File: config.mk
export PLATFORM = sky130hd
export DESIGN_NAME = adc_to_lux_knx_float_reporter_top
export DESIGN_NICKNAME = d
export VERILOG_FILES = /design/src/rtl/alkf_pkg.sv /design/src/rtl/alkf_div.sv /design/src/rtl/alkf_dp.sv /design/src/rtl/alkf_ctrl.sv /design/src/rtl/adc_to_lux_knx_float_reporter_top.sv
export VERILOG_INCLUDE_DIRS = /design/src /design/src/rtl
export SDC_FILE = /design/constraint.sdc
export NUM_CORES = 1
export LEC_CHECK = 0
export ABC_CLOCK_PERIOD_IN_PS = 14000
export BUFFER_PORTS_ARGS = -buffer_cell sky130_fd_sc_hd__buf_4
export CAP_MARGIN = 10
export CORE_MARGIN = 1.5
export CORE_UTILIZATION = 60
export CTS_BUF_LIST = sky130_fd_sc_hd__clkbuf_16
export DETAILED_ROUTE_END_ITERATION = 10
export PLACE_DENSITY = 0.79
export SLEW_MARGIN = 0
export SYNTH_ARGS = -nofsm -noshare
export SYNTH_HDL_FRONTEND = slang
export SYNTH_SLANG_ARGS = --single-unit
File: constraint.sdc
create_clock -name clk -period 14 [get_ports clk]
set_input_delay 2.8 -clock clk [delete_from_list [all_inputs] [get_ports clk]]
set_output_delay 2.8 -clock clk [all_outputs]
set_load 0.02 [all_outputs]
File: src/rtl/assert_macros.svh
// Assertion macros used by the RTL of the lux reporter.
// Every macro samples on clk and is disabled while arst_n is low.
`ifndef ASSERT_MACROS_SVH
`define ASSERT_MACROS_SVH

// Property must hold at every clock edge out of reset.
`define ASSERT_CLK(label, prop, msg) \
	label: assert property (@(posedge clk) disable iff (!arst_n) (prop)) else $error(msg);

// Condition must never be seen at a clock edge out of reset.
`define ASSERT_NEVER(label, cond, msg) \
	label: assert property (@(posedge clk) disable iff (!arst_n) !(cond)) else $error(msg);

`endif

File: src/rtl/alkf_pkg.sv
// Package of the lux reporter: payload and control word types, constant tables.
// No dependencies; used by every module of the block but alkf_div.
package alkf_pkg;

	typedef struct packed {
		logic [7:0] adc_high;
		logic [7:0] adc_low;
	} sample_t;

	typedef struct packed {
		logic [15:0] lux_value;
		logic [15:0] bus_float;
		logic        send_now;
	} report_t;

	// Divider operand selection
	localparam logic [1:0] DSEL_T1   = 2'd0;
	localparam logic [1:0] DSEL_T2   = 2'd1;
	localparam logic [1:0] DSEL_STEP = 2'd2;

	typedef struct packed {
		logic       load_in;
		logic       div_start;
		logic [1:0] div_sel;
		logic       cap_t1;
		logic       cap_t2;
		logic       cap_step;
		logic       load_lux;
		logic       norm_shift;
		logic       load_out;
	} cmd_t;

	typedef struct packed {
		logic div_done;
		logic mant_big;
		logic out_free;
	} sts_t;

	localparam logic [7:0] BREAKPOINTS [0:14] = '{
		8'd0, 8'd9, 8'd17, 8'd27, 8'd40, 8'd53, 8'd66, 8'd79,
		8'd88, 8'd96, 8'd101, 8'd106, 8'd109, 8'd112, 8'd255
	};
	localparam logic [6:0] DIVISORS [0:4] = '{7'd100, 7'd20, 7'd10, 7'd5, 7'd3};

	localparam logic [7:0]  SAT_HIGH  = 8'h70;
	localparam logic [15:0] EXP_START = 16'h3800;
	localparam logic [15:0] EXP_STEP  = 16'h0800;
	localparam logic [15:0] MANT_MAX  = 16'h07FF;
	localparam logic [15:0] LUX_SAT   = 16'hFFFF;

endpackage

File: src/rtl/alkf_div.sv
// Iterative restoring divider, one quotient bit per cycle.
// Shared by the interpolation terms and the change step; no package use.
module alkf_div (
	input  logic        clk,
	input  logic        arst_n,
	input  logic        start,
	input  logic [15:0] dividend,
	input  logic [6:0]  divisor,
	output logic        busy,
	output logic        done,
	output logic [15:0] quotient
);
	logic [15:0] quo_q;
	logic [6:0]  rem_q;
	logic [6:0]  dvs_q;
	logic [3:0]  cnt_q;
	logic        busy_q;
	logic        done_q;
	logic [7:0]  trial;
	logic        fits;

	assign trial = {rem_q, quo_q[15]};
	assign fits  = trial >= {1'b0, dvs_q};

	always_ff @(posedge clk or negedge arst_n) begin
		if (!arst_n) begin
			busy_q <= 1'b0;
			done_q <= 1'b0;
			cnt_q  <= 4'd0;
		end else begin
			done_q <= 1'b0;
			if (start) begin
				busy_q <= 1'b1;
				cnt_q  <= 4'd0;
			end else if (busy_q) begin
				cnt_q <= cnt_q + 4'd1;
				if (cnt_q == 4'd15) begin
					busy_q <= 1'b0;
					done_q <= 1'b1;
				end
			end
		end
	end

	always_ff @(posedge clk) begin
		if (start) begin
			quo_q <= dividend;
			rem_q <= 7'd0;
			dvs_q <= divisor;
		end else if (busy_q) begin
			// shift the next dividend bit in, keep the partial remainder below the divisor
			rem_q <= fits ? 7'(trial - {1'b0, dvs_q}) : trial[6:0];
			quo_q <= {quo_q[14:0], fits};
		end
	end

	assign busy     = busy_q;
	assign done     = done_q;
	assign quotient = quo_q;
endmodule

File: src/rtl/alkf_dp.sv
// Datapath of the lux reporter: segment lookup, interpolation, float encoding,
// change test and output register. Uses alkf_pkg, alkf_div and assert_macros.svh.
`include "assert_macros.svh"
module alkf_dp (
	input  logic              clk,
	input  logic              arst_n,
	input  alkf_pkg::cmd_t    cmd,
	output alkf_pkg::sts_t    sts,
	input  alkf_pkg::sample_t sample,
	input  logic              cfg_we,
	input  logic [2:0]        cfg_mode,
	output logic              report_valid,
	input  logic              report_stall,
	output alkf_pkg::report_t report
);
	import alkf_pkg::*;

	logic [7:0]  hi_q, lo_q;
	logic [3:0]  seg_q;
	logic        sat_q;
	logic [15:0] q1_q, q2_q, step_q;
	logic [15:0] lux_q, mant_q, expo_q;
	logic [15:0] last_q;
	logic [2:0]  mode_q;
	logic        out_valid_q;
	report_t     out_q;

	logic [3:0]  seg_c;
	logic [7:0]  bp_lo, bp_hi, delta, rest;
	logic [3:0]  sh1;
	logic [4:0]  sh2;
	logic [15:0] t1_num, t2_num;
	logic [15:0] div_dividend;
	logic [6:0]  div_divisor;
	logic [2:0]  mode_sat;
	logic        div_busy, div_done;
	logic [15:0] div_quo;
	logic [16:0] base, term1, term2;
	logic [17:0] lux_sum;
	logic [15:0] lux_c;
	logic [16:0] mant_c;
	logic [15:0] step_eff, diff;
	logic        send_c;
	logic        out_free;

	// segment number: one plus the inner breakpoints (1 to 13) at or below the high byte
	always_comb begin
		seg_c = 4'd1;
		for (int k = 1; k < 14; k++) begin
			if (sample.adc_high >= BREAKPOINTS[k])
				seg_c = seg_c + 4'd1;
		end
	end

	always_ff @(posedge clk) begin
		if (cmd.load_in) begin
			hi_q  <= sample.adc_high;
			lo_q  <= sample.adc_low;
			seg_q <= seg_c;
			sat_q <= sample.adc_high >= SAT_HIGH;
		end
	end

	assign bp_lo  = BREAKPOINTS[seg_q - 4'd1];
	assign bp_hi  = BREAKPOINTS[seg_q];
	assign delta  = bp_hi - bp_lo;
	assign rest   = hi_q - bp_lo;
	assign sh1    = (seg_q < 4'd11) ? seg_q + 4'd2 : seg_q - 4'd2;
	assign sh2    = {1'b0, seg_q} + 5'd2;
	assign t1_num = {8'd0, rest} << sh1;
	assign t2_num = {8'd0, lo_q} << sh2;

	assign mode_sat = (mode_q > 3'd4) ? 3'd4 : mode_q;

	always_comb begin
		case (cmd.div_sel)
			DSEL_T1: begin
				div_dividend = t1_num;
				div_divisor  = delta[6:0];
			end
			DSEL_T2: begin
				div_dividend = t2_num;
				div_divisor  = delta[6:0];
			end
			DSEL_STEP: begin
				div_dividend = last_q;
				div_divisor  = DIVISORS[mode_sat];
			end
			default: begin
				div_dividend = last_q;
				div_divisor  = DIVISORS[mode_sat];
			end
		endcase
	end

	alkf_div u_div (
		.clk      (clk),
		.arst_n   (arst_n),
		.start    (cmd.div_start),
		.dividend (div_dividend),
		.divisor  (div_divisor),
		.busy     (div_busy),
		.done     (div_done),
		.quotient (div_quo)
	);

	always_ff @(posedge clk) begin
		if (cmd.cap_t1)
			q1_q <= div_quo;
		if (cmd.cap_t2)
			q2_q <= div_quo;
		if (cmd.cap_step)
			step_q <= div_quo;
	end

	// interpolated lux: segment base plus high and low byte terms
	assign base    = (seg_q > 4'd1) ? (17'd8 << (seg_q - 4'd1)) : 17'd0;
	assign term1   = (seg_q < 4'd11) ? {1'b0, q1_q} : ({1'b0, q1_q} << 4);
	assign term2   = (seg_q < 4'd7) ? {9'd0, q2_q[15:8]} : 17'd0;
	assign lux_sum = {1'b0, base} + {1'b0, term1} + {1'b0, term2};
	assign lux_c   = (sat_q || lux_sum > {2'b00, LUX_SAT}) ? LUX_SAT : lux_sum[15:0];
	assign mant_c  = {2'b00, lux_c[15:1]} + {3'b000, lux_c[15:2]} + {6'd0, lux_c[15:5]};

	always_ff @(posedge clk) begin
		if (cmd.load_lux) begin
			lux_q  <= lux_c;
			mant_q <= mant_c[15:0];
			expo_q <= EXP_START;
		end else if (cmd.norm_shift) begin
			mant_q <= {1'b0, mant_q[15:1]};
			expo_q <= expo_q + EXP_STEP;
		end
	end

	assign step_eff = (step_q == 16'd0) ? 16'd1 : step_q;
	assign diff     = (lux_q > last_q) ? lux_q - last_q : last_q - lux_q;
	assign send_c   = (mode_q != 3'd0) && (diff >= step_eff) && (diff != 16'd0);

	always_ff @(posedge clk or negedge arst_n) begin
		if (!arst_n) begin
			mode_q <= 3'd0;
			last_q <= 16'd0;
		end else begin
			if (cfg_we)
				mode_q <= cfg_mode;
			if (cmd.load_out && send_c)
				last_q <= lux_q;
		end
	end

	assign out_free = !out_valid_q || !report_stall;

	always_ff @(posedge clk or negedge arst_n) begin
		if (!arst_n)
			out_valid_q <= 1'b0;
		else if (cmd.load_out)
			out_valid_q <= 1'b1;
		else if (!report_stall)
			out_valid_q <= 1'b0;
	end

	always_ff @(posedge clk) begin
		if (cmd.load_out) begin
			out_q.lux_value <= lux_q;
			out_q.bus_float <= mant_q + expo_q;
			out_q.send_now  <= send_c;
		end
	end

	assign sts.div_done  = div_done;
	assign sts.mant_big  = mant_q > MANT_MAX;
	assign sts.out_free  = out_free;
	assign report_valid  = out_valid_q;
	assign report        = out_q;

	`ASSERT_NEVER(a_div_restart, cmd.div_start && div_busy, "divider restarted while busy")
	`ASSERT_CLK(a_out_free, cmd.load_out |-> out_free, "output word overwritten while stalled")
	`ASSERT_CLK(a_mant_norm, cmd.load_out |-> mant_q <= MANT_MAX, "mantissa not normalised")
	`ASSERT_CLK(a_out_rise, $rose(out_valid_q) |-> $past(cmd.load_out), "output valid without load")
endmodule

File: src/rtl/alkf_ctrl.sv
// Controller of the lux reporter: sequences the input load, the three divisions, the lux
// load, the float normalisation and the output load. Uses alkf_pkg.
module alkf_ctrl (
	input  logic           clk,
	input  logic           arst_n,
	input  logic           sample_valid,
	output logic           sample_stall,
	input  alkf_pkg::sts_t sts,
	output alkf_pkg::cmd_t cmd
);
	import alkf_pkg::*;

	localparam logic [3:0] S_IDLE = 4'd0;
	localparam logic [3:0] S_D1GO = 4'd1;
	localparam logic [3:0] S_D1WT = 4'd2;
	localparam logic [3:0] S_D2GO = 4'd3;
	localparam logic [3:0] S_D2WT = 4'd4;
	localparam logic [3:0] S_LUX  = 4'd5;
	localparam logic [3:0] S_D3GO = 4'd6;
	localparam logic [3:0] S_D3WT = 4'd7;
	localparam logic [3:0] S_NORM = 4'd8;
	localparam logic [3:0] S_OUT  = 4'd9;

	logic [3:0] state_q, state_d;

	always_comb begin
		cmd     = '0;
		state_d = state_q;
		case (state_q)
			S_IDLE: begin
				if (sample_valid) begin
					cmd.load_in = 1'b1;
					state_d     = S_D1GO;
				end
			end
			S_D1GO: begin
				cmd.div_sel   = DSEL_T1;
				cmd.div_start = 1'b1;
				state_d       = S_D1WT;
			end
			S_D1WT: begin
				cmd.div_sel = DSEL_T1;
				if (sts.div_done) begin
					cmd.cap_t1 = 1'b1;
					state_d    = S_D2GO;
				end
			end
			S_D2GO: begin
				cmd.div_sel   = DSEL_T2;
				cmd.div_start = 1'b1;
				state_d       = S_D2WT;
			end
			S_D2WT: begin
				cmd.div_sel = DSEL_T2;
				if (sts.div_done) begin
					cmd.cap_t2 = 1'b1;
					state_d    = S_LUX;
				end
			end
			S_LUX: begin
				cmd.load_lux = 1'b1;
				state_d      = S_D3GO;
			end
			S_D3GO: begin
				cmd.div_sel   = DSEL_STEP;
				cmd.div_start = 1'b1;
				state_d       = S_D3WT;
			end
			S_D3WT: begin
				cmd.div_sel = DSEL_STEP;
				if (sts.div_done) begin
					cmd.cap_step = 1'b1;
					state_d      = S_NORM;
				end
			end
			S_NORM: begin
				// shift the mantissa down one place a cycle until it fits in 11 bits
				if (sts.mant_big)
					cmd.norm_shift = 1'b1;
				else
					state_d = S_OUT;
			end
			S_OUT: begin
				// hold until the output register is free
				if (sts.out_free) begin
					cmd.load_out = 1'b1;
					state_d      = S_IDLE;
				end
			end
			default: begin
				state_d = S_IDLE;
			end
		endcase
	end

	always_ff @(posedge clk or negedge arst_n) begin
		if (!arst_n)
			state_q <= S_IDLE;
		else
			state_q <= state_d;
	end

	assign sample_stall = state_q != S_IDLE;
endmodule

File: src/rtl/adc_to_lux_knx_float_reporter_top.sv
// Light-sensor lux reporter: top level joining controller and datapath.
// From sample word accepted to report word valid: three passes of the shared divider
// (start, 16 quotient bits, capture), the lux load, up to 5 normalise shifts and the
// output load; a stalled report word adds its wait. A new sample word is taken only
// in idle, the cycle after the report word is loaded. Reset (arst_n low, async)
// clears the controller, the report valid flag, the stored change_mode and the last
// sent lux value to zero.
module adc_to_lux_knx_float_reporter_top (
	input  logic              clk,
	input  logic              arst_n,
	input  logic              sample_valid,
	output logic              sample_stall,
	input  alkf_pkg::sample_t sample,
	output logic              report_valid,
	input  logic              report_stall,
	output alkf_pkg::report_t report,
	input  logic              cfg_valid,
	output logic              cfg_ready,
	input  logic [2:0]        change_mode
);
	import alkf_pkg::*;

	cmd_t cmd;
	sts_t sts;

	assign cfg_ready = 1'b1;

	alkf_ctrl u_ctrl (
		.clk          (clk),
		.arst_n       (arst_n),
		.sample_valid (sample_valid),
		.sample_stall (sample_stall),
		.sts          (sts),
		.cmd          (cmd)
	);

	alkf_dp u_dp (
		.clk          (clk),
		.arst_n       (arst_n),
		.cmd          (cmd),
		.sts          (sts),
		.sample       (sample),
		.cfg_we       (cfg_valid && cfg_ready),
		.cfg_mode     (change_mode),
		.report_valid (report_valid),
		.report_stall (report_stall),
		.report       (report)
	);
endmodule
# == Word-level counts from Yosys, hierarchy flattened ==
# Memories as Yosys holds them, arrays and structs flattened.
# Index checks and enable logic that the tools add are counted.
# word_totals
register_bits,210
mem_bits_ro,312
inputBits,24
word_cells,188
mem_count,3
# op_classes
n_addsub,28
n_lt_le_gt_ge,25
n_eq_ne,18
shifts,3
n_mux,64
bitwise,3
reduce_logical,20
# memory_table
memory,depth,width,rd,rd_clocked_by_memory_dff,write_ports,line,text
(name not given),16,8,1,0,0,alkf_dp.sv:65,assign bp_hi = BREAKPOINTS[seg_q];
(name not given),16,8,1,0,0,alkf_dp.sv:64,assign bp_lo = BREAKPOINTS[seg_q - 4'd1];
(name not given),8,7,1,0,0,alkf_dp.sv:87,div_divisor = DIVISORS[mode_sat];
# op_table
operator,count
16-bit 2-to-1 mux,7
4-bit 2-to-1 mux,21
"8-bit by 7-bit >= comparator with 1-bit output, second input constant",8
"4-bit by 1-bit adder with 4-bit output, second input constant",12
7-bit 2-to-1 mux,6
4-bit one-hot mux with 10 select lines,1
17-bit 2-to-1 mux,2
16-bit one-hot mux with 2 select lines,1
16-bit subtractor,2
8-bit 2-to-1 mux,3
1-bit 2-to-1 mux,20
17-bit by 17-bit adder with 18-bit output,1
18-bit by 17-bit adder with 18-bit output,1
"18-bit by 16-bit > comparator with 1-bit output, second input constant",1
"4-bit by 4-bit << shifter with 17-bit output, first input constant",1
15-bit by 14-bit adder with 16-bit output,1
16-bit by 11-bit adder with 16-bit output,1
"16-bit by 12-bit adder with 16-bit output, second input constant",1
16-bit adder,1
"4-bit by 3-bit == test with 1-bit output, second input constant",4
16-bit >= comparator,1
"8-bit by 5-bit >= comparator with 1-bit output, second input constant",2
"8-bit by 6-bit >= comparator with 1-bit output, second input constant",2
"16-bit by 11-bit > comparator with 1-bit output, second input constant",1
other kinds (42),60

# == Depth between registers and ports, before layout ==
# Gate-level depths: netlist (run 1).
# depth
ltp_word,26
ltp_mapped,37
depth_no_buf,34

# == Hierarchy ==
# Synthesis (run 1) repeated with hierarchy kept, for this count alone.
# hier_totals
cells_unflattened,1565
area_unflattened_um2,15149.5
# modules_own_cells
module,instances,cells_per_inst,area_per_inst_um2
alkf_dp,1,1350,12781.0
alkf_div,1,167,1970.6
alkf_ctrl,1,46,386.6
adc_to_lux_knx_float_reporter_top,1,2,11.3

# == Least setup slack after synthesis (run 1) ==
# OpenSTA, ideal clock, no wires.
# synth_path
kind,in2reg
start,input sample[14] (netlist name)
end,register u_dp.seg_q[1] (data pin)
setup_ps,260
arrival_ps,9438
t_required_ps,13740
path_slack_ps,4302
cell_stages,32
n_path_buf,2
cell_sequence,clkbuf_1 > or3_1 > or3_1 > inv_1 > fa_1 > clkbuf_2 > xor2_1 > ha_1 > mux2_2 > ha_1 > mux2_2 > ha_1 > nand2_1 > a21oi_1 > a21oi_1 > inv_1 > ha_1 > nor2_1 > a21oi_1 > ha_1 > nand2_1 > nand2_1 > ha_1 > nand2_1 > a21oi_1 > a21o_1 > ha_1 > mux2_2 > ha_1 > mux2_2 > ha_1 > mux2_2
# synth_via
elab_chain_cells,26
elab_cells_between_ends,38
cone_classes,add/sub: 12; order compare: 13; mux: 13
# synth_lines
item,line,text
from (decl),adc_to_lux_knx_float_reporter_top.sv:13,"input alkf_pkg::sample_t sample,"
8-bit by 4-bit >= comparator with 1-bit output,alkf_dp.sv:50,if (sample.adc_high >= BREAKPOINTS[k])
2-bit 2-to-1 mux,alkf_dp.sv:50,
2-bit by 1-bit adder with 3-bit output,alkf_dp.sv:51,seg_c = seg_c + 4'd1;
4-bit 2-to-1 mux,alkf_dp.sv:50,
4-bit by 1-bit adder with 4-bit output,alkf_dp.sv:51,
4-bit 2-to-1 mux,alkf_dp.sv:50,
4-bit by 1-bit adder with 4-bit output,alkf_dp.sv:51,
4-bit 2-to-1 mux,alkf_dp.sv:50,
(+11 left out),-,
4-bit 2-to-1 mux,alkf_dp.sv:50,
4-bit by 1-bit adder with 4-bit output,alkf_dp.sv:51,
4-bit 2-to-1 mux,alkf_dp.sv:50,
4-bit by 1-bit adder with 4-bit output,alkf_dp.sv:51,
4-bit 2-to-1 mux,alkf_dp.sv:50,
4-bit by 1-bit adder with 4-bit output,alkf_dp.sv:51,
4-bit 2-to-1 mux (*),alkf_dp.sv:50,
via u_dp.seg_c[1],alkf_dp.sv:28,logic [3:0] seg_c;
to (signal assigned),alkf_dp.sv:59,seg_q <= seg_c;
to (decl),alkf_dp.sv:19,logic [3:0] seg_q;
# Mark *: on every way through the listed nets, which the timed path passes. The rest lies on a longest branch.
# A chain may end at the register's enable or synchronous reset.

# == Worst setup path after layout (run 1) ==
# Ends and elaborated chain as after synthesis.

==> results.md, run 1 <==
* # DRC at 0
* Area of the mapped netlist at 14900 um^2
* H-tree levels at 4
* Minimum clock period at 9.74 ns
* DR WL/cell at 19.2 um
* Mapped Cells at 1583
* DP Worst Slack at 3.85 ns
* Crit Path Category: input pin to register
* Overall Global Routing Usage at 29.1%
* Final Hold Fails at 0
* Asr flop ratio synth at 15.7%
* Post-route cell area at 16100 um^2
* Bufs on Longest Clock Path at 2
* Area share of the largest cell type after synthesis at 30.1%
* Netlist cell types at 85
* Clk_skew at 0.0145 ns
* R2r setup slk at 4.91 ns
* Area after DPL at 15500 um^2
* Maximum VDD drop at 87.5 uV
* Hold EP: u_dp.report[1]$_DFFE_PP_
* Status: finished, final reports clean
* Die footprint at 25700 um^2
* Hold Crit Class: register to register
* WL final at 37.1 mm
* TritonCTS clock tree: done
* Power density cells at 122 nW/um^2
* Total of max-cap violations at 0
* Number of synthesized flops with an enable pin at 149
* Number of instances resized during post-cts repair at 0
* Vias/cell at 6.24
* Top cells by area, synth: edfxtp_1 30%, ha_1 13%, dfrtp_1 5.1%
* Most frequent CP cell: ha_1
* First-pass GRT wire length at 59.5 mm
* Synth Warn # at 0
* Ys flop type: edfxtp_1
* Vias in the first global route at 11400
* Worst r2r src: u_dp.seg_q[1]$_DFFE_PP_
* Critical Path Source Type: input pin
* Final nets at 1793
* Via count at 12100
* Clock net sink count at 191
* Clk slew on worst S/H paths at 0.08 ns
* Setup TNS at 0 ns
* Min-delay src: u_dp.mant_q[0]$_DFFE_PP_
* Initial core utilization at 61.1%
* Die X at 160 um
* Cell taking the most area after synthesis: edfxtp_1
* Post-Syn Nets at 1774
* Final setup fails at 0
* Max_slew headroom at 21.1%
* Post-detailed-route count of antenna-violating nets at 0
* #FFs+latches synth at 191
* Core Area at 24300 um^2
* Port buffer count at 58
* Setup Fix Bufs, Post-CTS at 0
* Final period util at 69.5%
* CP endpoint kind: register
* Share of layout cells above drive strength 1 at 9.85%
* CP max stage delay at 0.55 ns
* N_diodes at 0
* Critical Path AT at 9.93 ns
* Hold Crit Depth at 0
* Slew Limit Fails at 0
* Largest net degree at the start of global routing at 41
* Actual slew at the worst max-slew pin at 1.18 ns
* Worst r2r path cells at 32
* Initial DRC Count at 1219
* Routability Congestion at 0.915
* TritonCTS Buffers at 17
* Initial antenna violation count at 0
* Final WS setup at 4.26 ns
* Pre-Repair DR Iteration Count at 6
* IO Pins at 60
* Slowest cell on crit path: fa_1
* Mean post-synth cell area at 9.38 um^2
* Dpl hpwl at 28.5 mm
* Hold slack at 0.456 ns
* Hold_buf cts at 0
* Die Ht at 160 um
* Crit Path Max Fanout at 9
* Area Growth Syn to Fin at 8.25%
* Fmax at 103 MHz
* Register area share after synthesis at 36.8%
* RSZ-0062 raised after global routing: false
* Worst-skew pair later-pin latency at 0.44 ns
* Fillcell total at 1937
* Grt total ovfl at 0
* FF-to-FF End: u_dp.mant_q[13]$_DFFE_PP_
* Clock Tree Root: clkbuf_16
* Row cnt at 57
* Leak at 6.87 nW
* CP Data Required Time at 14.19 ns
[metrics by stage]
| stage | total power (W) | util (%) | cells |
|---|---|---|---|
| after floorplan | 0.00131 | - | 1583 |
| after global placement | 0.00146 | 63.8 | 1907 |
| after detailed placement | 0.00149 | 63.8 | 1907 |
| after CTS | 0.00196 | 66.1 | 1939 |
| after global routing | 0.00208 | 66.1 | 1939 |
| final | 0.00197 | 66.1 | 1939 |
[Yosys cell counts, types with 29 or more instances]
| library cell | number |
|---|---|
| edfxtp_1 | 149 |
| dfrtp_1 | 30 |
| nand2_1 | 127 |
| nand3_1 | 34 |
| clkbuf_1 | 55 |
| xnor2_1 | 52 |
| mux2i_1 | 31 |
| nor2_1 | 101 |
| inv_1 | 132 |
| ha_1 | 153 |
| a21oi_1 | 107 |
| o21ai_0 | 85 |
| nor3_1 | 43 |
| a21o_1 | 39 |
| xor2_1 | 29 |
[worst max-delay path by stage]
stage	start	endpoint	depth (start not counted)
final	sample[14]	u_dp.seg_q[1]$_DFFE_PP_	31
after global routing	sample[14]	u_dp.seg_q[1]$_DFFE_PP_	31
after detailed placement	sample[14]	u_dp.seg_q[1]$_DFFE_PP_	31
after CTS	sample[14]	u_dp.seg_q[1]$_DFFE_PP_	31
after global placement	sample[14]	u_dp.seg_q[1]$_DFFE_PP_	31
after floorplan	sample[14]	u_dp.seg_q[1]$_DFFE_PP_	32
[critical path: cells and delay by family]
| family | cells | cell delay [ns] |
|---|---|---|
| buffers and inverters | 3 | 0.34 |
| multiplexers | 5 | 1.40 |
| AO/OA/AOI/OAI | 5 | 0.85 |
| adder cells (fa/ha/maj) | 10 | 3.17 |
| XOR/XNOR | 1 | 0.22 |
| AND/OR/NAND/NOR | 7 | 1.15 |
[power by group]
part           switching, W  internal [W]
clock              0.000241      0.000237
combinational      0.000398      0.000258
sequential        0.0000900      0.000742
total              0.000729       0.00124
[flip-flops by register name, indices dropped and copies added, names as in the netlist, 5 cells and up]
register             count
u_dp.report             33
u_dp.last_q             16
u_dp.lux_q              16
u_dp.mant_q             16
u_dp.q1_q               16
u_dp.step_q             16
u_dp.u_div.quotient     16
u_dp.hi_q                8
u_dp.lo_q                8
u_dp.q2_q                8
u_dp.u_div.dvs_q         7
u_dp.u_div.rem_q         7
u_dp.expo_q              5
[cell usage in the layout (no fill, tap or decap), types with 23 or more instances in the layout]
cell type and n:
ha_1 153, edfxtp_1 149, inv_1 133, nand2_1 127
a21oi_1 107, nor2_1 100, o21ai_0 85, buf_4 68
xnor2_1 52, nor3_1 43, a21o_1 39, nand3_1 34
mux2i_1 31, dfrtp_1 30, xor2_1 29, nand2b_1 26
mux2_2 24, nor2b_1 23
[cell families after synthesis]
family          synth area share, %
mux                            3.91
fa+ha+maj                      14.8
other cells                  0.0252
xor+xnor                       4.93
simple gates                   16.4
flops                          36.8
buf+inv                        5.24
compound gates                 17.8
[per-layer routing]
metal	vias up	share of wire [%]	GRT usage (%)
met3	57	5.1	3.85
li1	5796	-	-
met2	385	49	49.1
met1	5863	44	39.5
met4	0	2.1	7.90
met5	-	0	0
[cell type report]
type                    count  area, um^2  area share [%]
well taps                 324         405            2.52
clock buffers              17         425            2.65
clock inverters            15         148           0.918
repair buffers             68         510            3.17
inverters                 133         499            3.10
multi-input cells        1191        8630            53.7
flip-flops and latches    191        5470            34.0
No activity file was read; power rests on OpenSTA's default activity.
==> run 2, diff against run 1 <==
- ABC_AREA: unset -> 1
- ABC_CLOCK_PERIOD_IN_PS: 14000 -> 8400
- CORE_UTILIZATION: 60 -> 57
- PLACE_DENSITY: 0.79 -> 0.78
- clock period: 14 -> 8.4 ns (I/O delays scaled with it)
==> results.md, run 2 <==
* Overall Global Routing Usage at 28.0%
* Core Area at 25300 um^2
* Bufs on Longest Clock Path at 2
* Worst r2r path cells at 45
* Post-Syn Nets at 2041
* Most instantiated cells after synthesis: 430 x nand2_1, 271 x inv_1, 153 x ha_1
* CP max stage delay at 0.60 ns
* Worst r2r src: u_dp.seg_q[1]$_DFFE_PP_
* Ys flop type: edfxtp_1
* Register area share after synthesis at 37.1%
* TritonCTS clock tree: done
* Top cells by area, synth: edfxtp_1 30%, ha_1 13%, nand2_1 11%
* Comb pwr share at 57.3%
* Switching power at 0.00259 W
* Most common cell in the synthesized netlist: nand2_1
* Most frequent cells in the layout: 429 x nand2_1, 271 x inv_1, 153 x ha_1, 149 x edfxtp_1, 143 x nor2_1
* Die Ht at 164 um
* Dpl hpwl at 28.5 mm
* Most frequent CP cell: nand2_1
* CP Capture Point: u_dp.seg_q[1]$_DFFE_PP_
* Post-detailed-route count of antenna-violating nets at 0
* Cell taking the most area after synthesis: edfxtp_1
* FF-to-FF End: u_dp.mant_q[14]$_DFFE_PP_
* Clock Tree Root: clkbuf_16
* Most common cell after layout, fill and taps aside: nand2_1
* Minimum clock period at 7.59 ns
* Final Hold Fails at 0
* Critical Path Source Type: input pin
* Reg power frac at 28.0%
* WL final at 36.3 mm
* Mean post-synth cell area at 7.96 um^2
* Die X at 164 um
* Netlist cell types at 58
* Met3 WL post-DR at 2.27 mm
* Hold slack at 0.433 ns
* WL met1 at 16.1 mm
* Int Power at 0.00285 W
* Pre-Repair DR Iteration Count at 5
* H-tree levels at 4
* Top sig layer: met4
* Share of layout cells above drive strength 1 at 7.67%
* # DRC at 0
* Clk slew on worst S/H paths at 0.08 ns
* Actual slew at the worst max-slew pin at 0.927 ns
* Area of the mapped netlist at 14700 um^2
* Vias/cell at 5.64
* Vias in the first global route at 12000
* Routability Congestion at 0.933
* RSZ-0062 raised after global routing: false
* Final period util at 90.4%
* Mapped Cells at 1850
* Clock power share at 14.6%
* Met2 routed WL at 16.8 mm
* Register area at 5470 um^2
* Die footprint at 26800 um^2
* Critical Path AT at 7.76 ns
* Worst-skew pair later-pin latency at 0.44 ns
* Multi-input logic area at 8050 um^2
* Hold Crit Class: register to register
* Port buffer count at 58
* N_diodes at 0
* Power density cells at 338 nW/um^2
* Leak at 7.64 nW
* Initial core utilization at 58.3%
* First-pass GRT wire length at 58.9 mm
* Area share of the largest cell type after synthesis at 30.4%
* Switching Share at 47.7%
* Via count at 12700
* Grt total ovfl at 0
* Power consumption at 0.00544 W
* Setup TNS at 0 ns
* TritonCTS Buffers at 17
* Crit Path Max Fanout at 7
* Initial DRC Count at 898
* CP endpoint kind: register
* Area Growth Syn to Fin at 9.46%
* Slowest cell on crit path: fa_1
* Row cnt at 58
* Largest net degree at the start of global routing at 34
* Max_slew headroom at 38.1%
* Slew Limit Fails at 0
* Final nets at 2094
* Fmax at 132 MHz
* CP Data Required Time at 8.56 ns
* Crit Path Category: input pin to register
* Hold_buf cts at 0
* Fillcell total at 2130
* Clk_skew at 0.0155 ns
* Status: finished, final reports clean
* Max FFs per register at 33
* Post-route cell area at 16100 um^2
* Asr flop ratio synth at 15.7%
* Area after DPL at 15500 um^2
* Total of max-cap violations at 0
* Synth Warn # at 0
* Number of synthesized flops with an enable pin at 149
* Initial antenna violation count at 0
* R2r setup slk at 0.84 ns
* DR WL/cell at 16.2 um
* Maximum VDD drop at 234 uV
* #FFs+latches synth at 191
* Clock net sink count at 191
* CP Launch Point: sample[9]
* IO Pins at 60
* Final setup fails at 0
[run 2: through the flow]
step	util, %	instances	worst slack, ns
6_report	63.8	2246	0.806
5_1_grt	63.8	2246	0.00238
4_1_cts	63.6	2243	0.747
3_5_place_dp	61.4	2211	0.459
3_3_place_gp	61.4	2211	0.663
2_1_floorplan	-	1850	0.989
[run 2: power by group through the flow]
stage | Combinational [W] | Sequential [W] | Clock [W]
after floorplan | 0.00238 | 0.00145 | 0
after global placement | 0.00299 | 0.00153 | 0
after detailed placement | 0.00307 | 0.00154 | 0
after CTS | 0.00309 | 0.00152 | 0.000805
after global routing | 0.00355 | 0.00154 | 0.000842
final | 0.00312 | 0.00153 | 0.000795
[run 2: area by class of cell]
type,count,area share [%]
clock inverters,15,0.932
clock buffers,17,2.64
well taps,330,2.56
inverters,280,6.59
flip-flops and latches,191,33.9
multi-input cells,1340,49.9
repair buffers,73,3.42
[run 2: critical path: cells and delay by family]
family,cells,cell delay (ns)
AOI/OAI and AO/OA,3,0.55
adders and majority gates,10,3.25
buffers and inverters,3,0.33
and+or+nand+nor,21,1.90
[run 2: logic make-up (layout without fill, tap and decap cells)]
logic type,Yosys count,after routing,synth area share [%]
simple gates,762,762,22.0
xor+xnor,75,75,4.46
mux,4,4,0.272
flops,191,191,37.1
fa+ha+maj,167,167,14.9
other cells,1,1,0.0255
compound gates,331,331,12.8
buf+inv,319,385,8.41
[run 2: repair_timing]
item                       in CTS  in global routing
setup endpoints to repair       0                  2
hold endpoints to repair        0                  0
resized for setup               0                  5
setup buffers                   0                  2
[run 2: worst min-delay path by stage]
| stage | end | start | depth (start not counted) | slack [ns] |
|---|---|---|---|---|
| after CTS | u_dp.report[1]$_DFFE_PP_ | u_dp.mant_q[0]$_DFFE_PP_ | 0 | 0.44 |
| after global routing | u_dp.report[1]$_DFFE_PP_ | u_dp.mant_q[0]$_DFFE_PP_ | 0 | 0.44 |
| after detailed placement | u_dp.report[1]$_DFFE_PP_ | u_dp.mant_q[0]$_DFFE_PP_ | 0 | 0.43 |
| after global placement | u_dp.report[1]$_DFFE_PP_ | u_dp.mant_q[0]$_DFFE_PP_ | 0 | 0.43 |
| after floorplan | u_dp.report[1]$_DFFE_PP_ | u_dp.mant_q[0]$_DFFE_PP_ | 0 | 0.40 |
| final | u_dp.report[1]$_DFFE_PP_ | u_dp.mant_q[0]$_DFFE_PP_ | 0 | 0.43 |
[run 2: layer usage]
layer / track usage [%] / up-vias
met3: 4.52 / 65
li1: - / 6303
met1: 37.5 / 5858
met4: 10.6 / 0
met5: 0 / -
met2: 45.4 / 440
